[src/design/sra_pkg.sv]
// Shared types and constants for the sensor SPI read arbiter.
package sra_pkg;

    localparam int unsigned NUM_SRC   = 3;
    localparam int unsigned LEN_W     = 8;
    localparam int unsigned CFG_IDX_W = 2;

    typedef logic [LEN_W-1:0]     t_len;
    typedef logic [NUM_SRC-1:0]   t_flags;
    typedef logic [1:0]           t_src;
    typedef logic [CFG_IDX_W-1:0] t_cfg_idx;

    typedef enum logic [1:0] {
        KIND_READY    = 2'd0,
        KIND_COMPLETE = 2'd1,
        KIND_CONSUME  = 2'd2,
        KIND_UNUSED   = 2'd3
    } t_kind;

    localparam t_src SRC_GYRO  = 2'd0;
    localparam t_src SRC_ACCEL = 2'd1;
    localparam t_src SRC_TEMP  = 2'd2;

    localparam t_cfg_idx CFG_GYRO_LEN  = 2'd0;
    localparam t_cfg_idx CFG_ACCEL_LEN = 2'd1;
    localparam t_cfg_idx CFG_TEMP_LEN  = 2'd2;

    localparam t_len RST_GYRO_LEN  = 8'd8;
    localparam t_len RST_ACCEL_LEN = 8'd9;
    localparam t_len RST_TEMP_LEN  = 8'd4;

    typedef struct packed {
        t_len gyro;
        t_len accel;
        t_len temp;
    } t_len_set;

    typedef struct packed {
        logic   start_res;
        t_src   start_source;
        t_len   start_length;
        logic   gyro_select_low;
        logic   accel_select_low;
        t_flags done_flags;
        t_flags consumed_flags;
        logic   notify;
    } t_result;

endpackage

[src/design/sra_in_if.sv]
// Event word channel into the arbiter.
interface sra_in_if;
    import sra_pkg::*;

    logic  valid;
    logic  ready;
    t_kind kind;
    t_src  source;
    logic  dma_busy;

    modport src (output valid, kind, source, dma_busy, input ready);
    modport snk (input valid, kind, source, dma_busy, output ready);
endinterface

[src/design/sra_out_if.sv]
// Result word channel out of the arbiter.
interface sra_out_if;
    import sra_pkg::*;

    logic   valid;
    logic   ready;
    logic   start_res;
    t_src   start_source;
    t_len   start_length;
    logic   gyro_select_low;
    logic   accel_select_low;
    t_flags done_flags;
    t_flags consumed_flags;
    logic   notify;

    modport src (
        output valid, start_res, start_source, start_length, gyro_select_low,
               accel_select_low, done_flags, consumed_flags, notify,
        input  ready
    );
    modport snk (
        input  valid, start_res, start_source, start_length, gyro_select_low,
               accel_select_low, done_flags, consumed_flags, notify,
        output ready
    );
endinterface

[src/design/sensor_spi_read_arbiter.sv]
// Top level of the sensor SPI read arbiter: input register, core, result register.
// One event word is accepted per cycle while input ready is high. The word is captured in
// an input register, and the flag update and gyro/accel/temp priority choice resolve into
// the result register once that register is empty or its word is taken. Sustained rate is
// one word per clock while results are taken, set by the flag update loop in the core.
// While a result word waits, the empty input register still takes one word. Further input
// stalls until the result word is taken, and input ready follows output ready
// combinationally. The user must write length registers through the plain write port
// only while no word is in flight; the block itself does not enforce this.
module sensor_spi_read_arbiter (
    input  logic                i_clk,
    input  logic                i_rst_n,
    sra_in_if.snk               i_in,
    sra_out_if.src              o_out,
    input  logic                i_cfg_we,
    input  sra_pkg::t_cfg_idx   i_cfg_idx,
    input  sra_pkg::t_len       i_cfg_data
);
    import sra_pkg::*;

    t_len_set r_len;
    logic     r_in_vld;
    t_kind    r_kind;
    t_src     r_source;
    logic     r_busy;
    logic     r_out_vld;
    t_result  r_res;
    t_result  w_res;
    logic     w_adv;

    always_ff @(posedge i_clk) begin
        if (!i_rst_n) begin
            r_len.gyro  <= RST_GYRO_LEN;
            r_len.accel <= RST_ACCEL_LEN;
            r_len.temp  <= RST_TEMP_LEN;
        end else if (i_cfg_we) begin
            case (i_cfg_idx)
                CFG_GYRO_LEN:  r_len.gyro  <= i_cfg_data;
                CFG_ACCEL_LEN: r_len.accel <= i_cfg_data;
                CFG_TEMP_LEN:  r_len.temp  <= i_cfg_data;
                default: begin
                end
            endcase
        end
    end

    assign w_adv      = r_in_vld && (!r_out_vld || o_out.ready);
    assign i_in.ready = !r_in_vld || w_adv;

    always_ff @(posedge i_clk) begin
        if (!i_rst_n) begin
            r_in_vld <= 1'b0;
        end else if (i_in.ready) begin
            r_in_vld <= i_in.valid;
        end
    end

    always_ff @(posedge i_clk) begin
        if (i_in.valid && i_in.ready) begin
            r_kind   <= i_in.kind;
            r_source <= i_in.source;
            r_busy   <= i_in.dma_busy;
        end
    end

    sra_core u_core (
        .i_clk      (i_clk),
        .i_rst_n    (i_rst_n),
        .i_step     (w_adv),
        .i_kind     (r_kind),
        .i_source   (r_source),
        .i_dma_busy (r_busy),
        .i_len      (r_len),
        .o_res      (w_res)
    );

    always_ff @(posedge i_clk) begin
        if (!i_rst_n) begin
            r_out_vld <= 1'b0;
        end else if (w_adv) begin
            r_out_vld <= 1'b1;
        end else if (o_out.ready) begin
            r_out_vld <= 1'b0;
        end
    end

    always_ff @(posedge i_clk) begin
        if (w_adv) begin
            r_res <= w_res;
        end
    end

    assign o_out.valid            = r_out_vld;
    assign o_out.start_res        = r_res.start_res;
    assign o_out.start_source     = r_res.start_source;
    assign o_out.start_length     = r_res.start_length;
    assign o_out.gyro_select_low  = r_res.gyro_select_low;
    assign o_out.accel_select_low = r_res.accel_select_low;
    assign o_out.done_flags       = r_res.done_flags;
    assign o_out.consumed_flags   = r_res.consumed_flags;
    assign o_out.notify           = r_res.notify;

`ifndef SYNTHESIS
    a_idle_start_zero: assert property (@(posedge i_clk) disable iff (!i_rst_n)
        (o_out.valid && !o_out.start_res) |->
            (o_out.start_source == SRC_GYRO && o_out.start_length == '0))
        else $error("start fields set without a started read");

    a_notify_gyro_done: assert property (@(posedge i_clk) disable iff (!i_rst_n)
        (o_out.valid && o_out.notify) |-> o_out.done_flags[SRC_GYRO])
        else $error("notify without gyro done");

    a_consume_clears: assert property (@(posedge i_clk) disable iff (!i_rst_n)
        (o_out.valid && (o_out.consumed_flags != '0)) |->
            (o_out.done_flags == '0 && !o_out.start_res))
        else $error("consume left done flags or started a read");

    a_result_follows_step: assert property (@(posedge i_clk) disable iff (!i_rst_n)
        w_adv |=> r_out_vld)
        else $error("processed word produced no result");
`endif

endmodule

[src/design/sra_core.sv]
// Flag state and fixed-priority read arbitration for one event word.
module sra_core (
    input  logic              i_clk,
    input  logic              i_rst_n,
    input  logic              i_step,
    input  sra_pkg::t_kind    i_kind,
    input  sra_pkg::t_src     i_source,
    input  logic              i_dma_busy,
    input  sra_pkg::t_len_set i_len,
    output sra_pkg::t_result  o_res
);
    import sra_pkg::*;

    t_flags    r_ready, n_ready;
    t_flags    r_xfer,  n_xfer;
    t_flags    r_done,  n_done;
    logic [1:0] r_sel,  n_sel;

    always_ff @(posedge i_clk) begin
        if (!i_rst_n) begin
            r_ready <= '0;
            r_xfer  <= '0;
            r_done  <= '0;
            r_sel   <= '0;
        end else if (i_step) begin
            r_ready <= n_ready;
            r_xfer  <= n_xfer;
            r_done  <= n_done;
            r_sel   <= n_sel;
        end
    end

    always_comb begin
        t_flags     rf;
        t_flags     tf;
        t_flags     df;
        logic [1:0] sf;
        t_flags     src_bit;
        logic       arb;
        logic       found;
        t_src       win;
        t_len       len;
        t_flags     cons;
        logic       ntf;

        rf      = r_ready;
        tf      = r_xfer;
        df      = r_done;
        sf      = r_sel;
        src_bit = '0;
        arb     = 1'b0;
        found   = 1'b0;
        win     = SRC_GYRO;
        len     = '0;
        cons    = '0;
        ntf     = 1'b0;

        case (i_kind)
            KIND_READY: begin
                if (i_source <= SRC_TEMP) begin
                    src_bit = NUM_SRC'(1) << i_source;
                end
                rf  = rf | src_bit;
                arb = 1'b1;
            end
            KIND_COMPLETE: begin
                if (tf[SRC_GYRO]) begin
                    sf[0] = 1'b0;
                end
                if (tf[SRC_ACCEL] || tf[SRC_TEMP]) begin
                    sf[1] = 1'b0;
                end
                df  = df | tf;
                tf  = '0;
                arb = 1'b1;
            end
            KIND_CONSUME: begin
                cons = df;
                df   = '0;
            end
            default: begin
            end
        endcase

        if (arb && !i_dma_busy) begin
            for (int s = 0; s < NUM_SRC; s++) begin
                if (!found && rf[s] && ((tf & ~(NUM_SRC'(1) << s)) == '0)) begin
                    found = 1'b1;
                    win   = t_src'(s);
                end
            end
            if (found) begin
                rf[win] = 1'b0;
                tf[win] = 1'b1;
                case (win)
                    SRC_GYRO: begin
                        sf[0] = 1'b1;
                        len   = i_len.gyro;
                    end
                    SRC_ACCEL: begin
                        sf[1] = 1'b1;
                        len   = i_len.accel;
                    end
                    default: begin
                        sf[1] = 1'b1;
                        len   = i_len.temp;
                    end
                endcase
            end
        end

        if (i_kind == KIND_COMPLETE) begin
            ntf = df[SRC_GYRO];
        end

        n_ready = rf;
        n_xfer  = tf;
        n_done  = df;
        n_sel   = sf;

        o_res.start_res        = found;
        o_res.start_source     = found ? win : SRC_GYRO;
        o_res.start_length     = len;
        o_res.gyro_select_low  = sf[0];
        o_res.accel_select_low = sf[1];
        o_res.done_flags       = df;
        o_res.consumed_flags   = cons;
        o_res.notify           = ntf;
    end

`ifndef SYNTHESIS
    a_xfer_single: assert property (@(posedge i_clk) disable iff (!i_rst_n)
        $onehot0(r_xfer))
        else $error("more than one source in transfer");
`endif

endmodule
[src/flat_wrapper.sv]
// flat-port wrapper written by rule: the top's interface ports become plain ports
module sensor_spi_read_arbiter_flat import sra_pkg::*;
  (i_clk, i_rst_n, i_cfg_we, i_cfg_idx, i_cfg_data, i_in_valid, i_in_kind, i_in_source, i_in_dma_busy, i_in_ready, o_out_valid, o_out_start_res, o_out_start_source, o_out_start_length, o_out_gyro_select_low, o_out_accel_select_low, o_out_done_flags, o_out_consumed_flags, o_out_notify, o_out_ready);
  sra_in_if i_in_i ();
  sra_out_if o_out_i ();
  input  logic i_clk;
  input  logic i_rst_n;
  input  logic i_cfg_we;
  input  sra_pkg::t_cfg_idx i_cfg_idx;
  input  sra_pkg::t_len i_cfg_data;
  input wire logic [$bits(i_in_i.valid)-1:0] i_in_valid;
  input wire logic [$bits(i_in_i.kind)-1:0] i_in_kind;
  input wire logic [$bits(i_in_i.source)-1:0] i_in_source;
  input wire logic [$bits(i_in_i.dma_busy)-1:0] i_in_dma_busy;
  output wire logic [$bits(i_in_i.ready)-1:0] i_in_ready;
  output wire logic [$bits(o_out_i.valid)-1:0] o_out_valid;
  output wire logic [$bits(o_out_i.start_res)-1:0] o_out_start_res;
  output wire logic [$bits(o_out_i.start_source)-1:0] o_out_start_source;
  output wire logic [$bits(o_out_i.start_length)-1:0] o_out_start_length;
  output wire logic [$bits(o_out_i.gyro_select_low)-1:0] o_out_gyro_select_low;
  output wire logic [$bits(o_out_i.accel_select_low)-1:0] o_out_accel_select_low;
  output wire logic [$bits(o_out_i.done_flags)-1:0] o_out_done_flags;
  output wire logic [$bits(o_out_i.consumed_flags)-1:0] o_out_consumed_flags;
  output wire logic [$bits(o_out_i.notify)-1:0] o_out_notify;
  input wire logic [$bits(o_out_i.ready)-1:0] o_out_ready;
  assign i_in_i.valid = i_in_valid;
  assign i_in_i.kind = i_in_kind;
  assign i_in_i.source = i_in_source;
  assign i_in_i.dma_busy = i_in_dma_busy;
  assign i_in_ready = i_in_i.ready;
  assign o_out_valid = o_out_i.valid;
  assign o_out_start_res = o_out_i.start_res;
  assign o_out_start_source = o_out_i.start_source;
  assign o_out_start_length = o_out_i.start_length;
  assign o_out_gyro_select_low = o_out_i.gyro_select_low;
  assign o_out_accel_select_low = o_out_i.accel_select_low;
  assign o_out_done_flags = o_out_i.done_flags;
  assign o_out_consumed_flags = o_out_i.consumed_flags;
  assign o_out_notify = o_out_i.notify;
  assign o_out_i.ready = o_out_ready;
  sensor_spi_read_arbiter u_core (.i_clk(i_clk), .i_rst_n(i_rst_n), .i_in(i_in_i), .o_out(o_out_i), .i_cfg_we(i_cfg_we), .i_cfg_idx(i_cfg_idx), .i_cfg_data(i_cfg_data));
endmodule
[config.mk]
export PLATFORM = sky130hd
export DESIGN_NAME = sensor_spi_read_arbiter_flat
export DESIGN_NICKNAME = d
export VERILOG_FILES = /design/src/design/sra_pkg.sv /design/src/design/sra_in_if.sv /design/src/design/sra_out_if.sv /design/src/design/sensor_spi_read_arbiter.sv /design/src/design/sra_core.sv /design/src/flat_wrapper.sv
export SDC_FILE = /design/constraint.sdc
export NUM_CORES = 1
export LEC_CHECK = 0
export BUFFER_PORTS_ARGS = -buffer_cell sky130_fd_sc_hd__buf_2
export CAP_MARGIN = 40
export CORE_MARGIN = 2
export CORE_UTILIZATION = 50
export DETAILED_ROUTE_END_ITERATION = 10
export HOLD_SLACK_MARGIN = 0.1
export PLACE_DENSITY = 0.8
export REMOVE_ABC_BUFFERS = 1
export SYNTH_ARGS = -nofsm -noshare
export SYNTH_HDL_FRONTEND = slang
export SYNTH_SLANG_ARGS = --single-unit
export TNS_END_PERCENT = 20
[constraint.sdc]
create_clock -name i_clk -period 2.2 [get_ports i_clk]
set_clock_uncertainty 0.15 [all_clocks]
set_input_delay 0.22 -clock i_clk [delete_from_list [all_inputs] [get_ports i_clk]]
set_output_delay 0.22 -clock i_clk [all_outputs]
set_load 0.1 [all_outputs]
==> results_dict.tcl, run 1 <==
set metrics [dict create \
    die_x_um 75.4 \
    grt_pass1_vias 1788 \
    grt_pass1_wl_um 8190 \
    synth_top_family_by_area "simple AND/OR/NAND/NOR gates" \
    synth_compound_area_share_pct 11.4 \
    critical_path_class "reg2reg" \
    crit_slowest_cell "a222oi_1" \
    drc 0 \
    finalNetCount 319 \
    clock.fmax_mhz 467 \
    boundaryPins 42 \
    port_buffers 41 \
    drive_gt1_share_pct 25.9 \
    routabilityCongestion 0.874 \
    synthTopCellsByArea "edfxtp_1, dfxtp_1, mux2i_1" \
    yosysSeqAreaShare_pct 58.5 \
    htree_levels 3 \
    syn2layout_area_growth_pct 26.9 \
    dp_cells 332 \
    cts_sinks 62 \
    route.met2.wl_um 2600 \
    synth-simple-area-share_pct 15.7 \
    cts_max_path_buffers 2 \
    synth_top_area_share_pct 29.5 \
    hold_class "in2reg" \
    synth-main-ff-cell "dfxtp_1" \
    root_buffer "clkbuf_8" \
    maxUsedRoutingLayer "met4" \
    cpLargestDelayFamily "compound AO/OA/AOI/OAI gates" \
    routed-wl-met3_um 289 \
    cellPowerDensity_mw_per_mm2 754 \
    cts_tree "yes" \
    regArea_sq_mm 0.00149 \
    slew_viol_final 0 \
    clk_latency_ns 0.33 \
    cts.clk_slew.worst_paths_ns 0.06 \
    detailed_place_hpwl_um 3260 \
    synthCells 229 \
    layoutNonFillerInstCount 368 \
    crit_chain "inv_2, ha_4, nand3b_1, a21oi_4, o21ai_4, a222oi_1, nor2_1" \
    synth.largest_area_cell "edfxtp_1" \
    worst-path-buf-inv 1 \
    synth_xor_area_share_pct 0 \
    vias 1936 \
    setup_violations 0 \
    holdPathStages 5 \
    arrival_ns 2.07 \
    path_depth 7 \
    coreArea_sq_mm 0.00482 \
    maxCapViolations 0 \
    synth_enable_flop_cells 25 \
    slowest_delay_ns 0.43 \
    async_flop_share_pct 0 \
    via_per_inst 5.26 \
    worstPathMaxFanout 6 \
    final_hold_viol_count 0 \
    yosysWarningCount 0 \
    grt_antenna_before_repair 0 \
    track_usage_pct 19.7 \
    fillCellCount 386 \
    multi_input_area_sq_mm 0.00101 \
    leakage_nw 1.34 \
    drt_first_iter_violations 247 \
    grt.overflow.total 0 \
    synth_area_sq_mm 0.00255 \
    syn_avg_cell_area_sq_um 11.1 \
    synth.ff_latch_count 62 \
    grt_max_degree 33 \
    start_util_pct 52.9 \
    status "completed" \
    worstMarginPinSlew_ns 0.584 \
    cts_buffers 9 \
    rows 25 \
    final_cell_mix "nor2_1, buf_2, dfxtp_1" \
    irDropWorstVdd_uv 375 \
    cp-end-kind "register" \
    timing.final.crit_share_pct 97.4 \
    crit_path_start_kind "register" \
    worstPathRequired_ns 2.12 \
    detail_route.first_pass.iterations 7 \
    rr_worst_depth 7 \
    rsz0062_at_grt "yes" \
    final_common_cell "nor2_1" \
    totalWireLength_um 5250 \
    ant_nets 0 \
    synth_mux_area_share_pct 9.43 \
    tns_ns 0 \
    period_minus_slack_ns 2.14 \
    ys_types 40 \
    drt-met1-wl_um 2250 \
    fp.dieArea_sq_mm 0.00568 \
    wl_per_cell_um 14.3 \
    max_slew_margin_pct 60.9 \
    antennaDiodeCount 0 \
    die-height_um 75.4 \
    synthAdderAreaFrac_pct 1.47 \
]
synth_stat cells, types with 2 or more instances:
master	number
a31oi_1	2
edfxtp_1	25
nand2_1	19
o21ai_1	2
nor2_1	44
buf_2	4
and2_1	5
dfxtp_1	37
buf_6	2
a21oi_1	10
nand3b_1	3
nor2b_1	3
ha_1	3
a222oi_1	8
nor3b_1	2
o21ai_0	2
mux2i_1	24
or3_1	2
inv_1	6
clkbuf_1	5
a32oi_1	2
cells by family after synthesis:
kind of cell               after synthesis
and+or+nand+nor                         86
DFF                                     62
AOI/OAI and AO/OA                       36
muxes                                   24
buffers and inverters                   18
adders and majority gates                3
power by group:
| part | switching, mW | internal [mW] |
|---|---|---|
| Combinational | 0.215 | 0.104 |
| Clock | 0.396 | 0.471 |
| Sequential | 0.0199 | 1.23 |
| Total | 0.630 | 1.81 |
worst reg2reg max path, stage by stage (launching register included):
cell and delay [ns]:
edfxtp_1 0.41, inv_2 0.11, ha_4 0.16, nand3b_1 0.17, a21oi_4 0.29, o21ai_4 0.11
a222oi_1 0.43, nor2_1 0.07
registers in the layout, summed over array words and instances (netlist names), 2 cells and up:
signal and flops:
u_core.r_len 24, u_core.o_out.consumed_flags 3, u_core.o_out.start_source 2, u_core.r_kind 2, u_core.u_core.r_done 3, u_core.o_out.start_length 8, u_core.u_core.r_xfer 3, u_core.r_source 2
u_core.u_core.r_sel 2, u_core.o_out.done_flags 3, u_core.u_core.r_ready 3
through the flow:
step | util [%] | instance area, sq um | hold slack (ns) | setup WS (ns) | power (mW)
after global routing | 67.1 | 3230 | 0.298 | -0.0582 | 2.52
after detailed placement | 58.8 | 2830 | 0.250 | -0.0175 | 1.56
after global placement | 58.8 | 2830 | 0.249 | 0.0884 | 1.55
after floorplan | - | 2490 | 0.132 | -0.495 | 1.48
final | 67.1 | 3230 | 0.291 | 0.0572 | 2.44
after CTS | 66.3 | 3190 | 0.276 | 0.0368 | 2.44
layout make-up:
type	instances	area share, %
multi-input combinational	150	31.3
clock buffer	15	5.15
inverter	7	0.813
clock inverter	1	0.155
tap	67	2.59
timing repair buffer	66	13.9
sequential	62	46.1
layer usage:
metal,up-vias,track usage (%)
met2,71,31.1
met5,-,0
li1,954,-
met3,8,5.29
met4,0,10.5
met1,903,24.9
timing repair:
action | CTS | global route
hold buffers | 17 | 0
resized for setup | 4 | 5
endpoints found under the hold margin | 31 | 0
endpoints found under the setup margin | 7 | 8
buffers inserted | 0 | 2
pin swaps | 2 | 4
gates cloned | 0 | 1
path summary, 6_finish.rpt:
path	startpoint	end	slack, ns
setup / recovery	u_core.r_kind[0]	u_core.o_out.start_length[1]	0.06
setup reg to reg	u_core.r_kind[0]	u_core.o_out.start_length[1]	0.06
hold reg to reg	u_core.u_core.r_done[2]	u_core.u_core.r_done[2]	0.32
hold / removal	i_cfg_idx[1]	u_core.r_len[19]	0.29
(Power assumes the default switching activity.)
==> run 2, diff against run 1 <==
--- a/config.mk
+++ b/config.mk
@@ -8,10 +8,10 @@
 export BUFFER_PORTS_ARGS = -buffer_cell sky130_fd_sc_hd__buf_2
 export CAP_MARGIN = 40
 export CORE_MARGIN = 2
-export CORE_UTILIZATION = 50
+export CORE_UTILIZATION = 35
 export DETAILED_ROUTE_END_ITERATION = 10
 export HOLD_SLACK_MARGIN = 0.1
-export PLACE_DENSITY = 0.8
+export PLACE_DENSITY = 0.61
 export REMOVE_ABC_BUFFERS = 1
 export SYNTH_ARGS = -nofsm -noshare
 export SYNTH_HDL_FRONTEND = slang
==> run 2 against run 1 <==
  * Core utilization fell by 20 points
  * Largest cell class unchanged
  * Worst setup slack better by 0.027 ns
  * Global-route usage down 5.9 points
  * Register-to-register slack improved by 0.03 ns
  * Highest routed layer unchanged
  * Via count fell by 0.83%
  * Critical path type unchanged
  * Worst hold slack about the same
  * Die area is 40% higher
  * Critical endpoint is now u_core.o_out.start_length[0]
  * Sequential power about the same
  * Critical path depth is 1 higher
  * Wire length increased by 5.3%
  * Power grew 3.5%
  * First-iteration DRC count decreased by 34%
==> results_dict.tcl, run 2 (synthesis gave the netlist of run 1 again) <==
set metrics [dict create \
    cp-end-kind "register" \
    routabilityCongestion 0.804 \
    dpl_cell_area_sq_mm 0.00290 \
    timing.final.crit_share_pct 96.2 \
    htree_levels 3 \
    drc 0 \
    drive_gt1_share_pct 27.0 \
    vias 1920 \
    final_cell_mix "nor2_1, buf_2, dfxtp_1" \
    detail_route.first_pass.iterations 6 \
    worstPathRequired_ns 2.13 \
    fin_ws_ns 0.0840 \
    slew_viol_final 0 \
    grt_pass1_wl_um 8310 \
    max_slew_margin_pct 60.5 \
    cts_tree "yes" \
    critical_path_class "reg2reg" \
    status "completed" \
    leakage_nw 1.37 \
    maxCapViolations 0 \
    die-height_um 89.3 \
    cts_sinks 62 \
    syn2layout_area_growth_pct 31.6 \
    grt_antenna_before_repair 0 \
    grt.overflow.total 0 \
    root_buffer "clkbuf_8" \
    drt_first_iter_violations 163 \
    grt_max_degree 34 \
    rows 31 \
    coreArea_sq_mm 0.00714 \
    setup_violations 0 \
    period_minus_slack_ns 2.12 \
    totalWireLength_um 5530 \
    cts_max_path_buffers 2 \
    irDropWorstVdd_uv 263 \
    die_x_um 89.3 \
    largest_reg_flops 24 \
    min_from "i_cfg_idx[1]" \
    wl_per_cell_um 13.6 \
    ant_nets 0 \
    r2r_start "u_core.r_kind[1]" \
    worstMarginPinSlew_ns 0.591 \
    port_buffers 41 \
    hold_class "in2reg" \
    clock.fmax_mhz 473 \
    worstSetupStartpoint "u_core.r_kind[1]" \
    finalNetCount 325 \
    fin_util_pct 47.0 \
    clk_latency_ns 0.33 \
    final_hold_viol_count 0 \
    top_register "u_core.r_len" \
    boundaryPins 42 \
    detailed_place_hpwl_um 3410 \
    track_usage_pct 13.8 \
    cellPowerDensity_mw_per_mm2 752 \
    r2r_slack_ns 0.08 \
    arrival_ns 2.04 \
    worstPathMaxFanout 5 \
    cts_buffers 9 \
    cts.clk_slew.worst_paths_ns 0.07 \
    crit_path_start_kind "register" \
    final_common_cell "nor2_1" \
    dp_slack_ns 0.0530 \
    antennaDiodeCount 0 \
    final_area_sq_mm 0.00335 \
    via_per_inst 4.73 \
    fp.dieArea_sq_mm 0.00798 \
    start_util_pct 35.7 \
    grt_pass1_vias 1752 \
]
run 2: cell types whose count changed in the layout (fill, tap and decap cells not counted), moves of 2 or more:
cell,change
buf_4,+2
clkbuf_1,-2
clkbuf_8,-2
clkinv_1,+2
run 2: final cells by class:
type	instances	area (sq um)
Clock buffer	11	131
Inverter	7	26.3
Tap cell	99	124
Multi-Input combinational cell	151	1030
Clock inverter	5	50.0
Sequential cell	62	1490
Timing Repair Buffer	71	504
Fill cell	689	3780
run 2: repair_timing:
action / in CTS / in global routing
hold endpoints to repair: 31 / 0
buffers inserted: 0 / 4
hold buffers: 18 / 0
endpoints found under the setup margin: 0 / 8
resized for setup: 0 / 11
run 2: final timing paths:
path,end,depth (start not counted)
max,u_core.o_out.start_length[0],8
min,u_core.r_len[19],5
max reg2reg,u_core.o_out.start_length[0],8
min reg2reg,u_core.u_core.r_sel[0],2
run 2: worst max-delay path, cell delays in order, from the launching register on:
cell and delay (ns):
edfxtp_1 0.40, inv_2 0.10, ha_4 0.15, buf_6 0.10
nand3b_1 0.14, a21oi_4 0.24, o21ai_2 0.14, a222oi_1 0.37
nor2_1 0.07
run 2: per-layer routing:
metal,track usage [%],part of all wire [%]
met5,0,0
met4,8.41,1.7
met3,2.40,3.6
met2,22.0,49
met1,17.5,46
run 2: power breakdown:
group	internal, mW	switching, mW	total (mW)
clock	0.515	0.424	0.939
combinational	0.113	0.219	0.332
sequential	1.23	0.0191	1.25
total	1.86	0.662	2.52
run 2: per-stage QoR:
step	TNS, ns	hold slack, ns	instances	power (mW)
after floorplan	-3.00	0.132	218	1.48
after global placement	0	0.249	366	1.56
after detailed placement	0	0.248	366	1.57
after CTS	0	0.274	400	2.51
after global routing	-0.0161	0.319	406	2.61
final	0	0.291	406	2.52
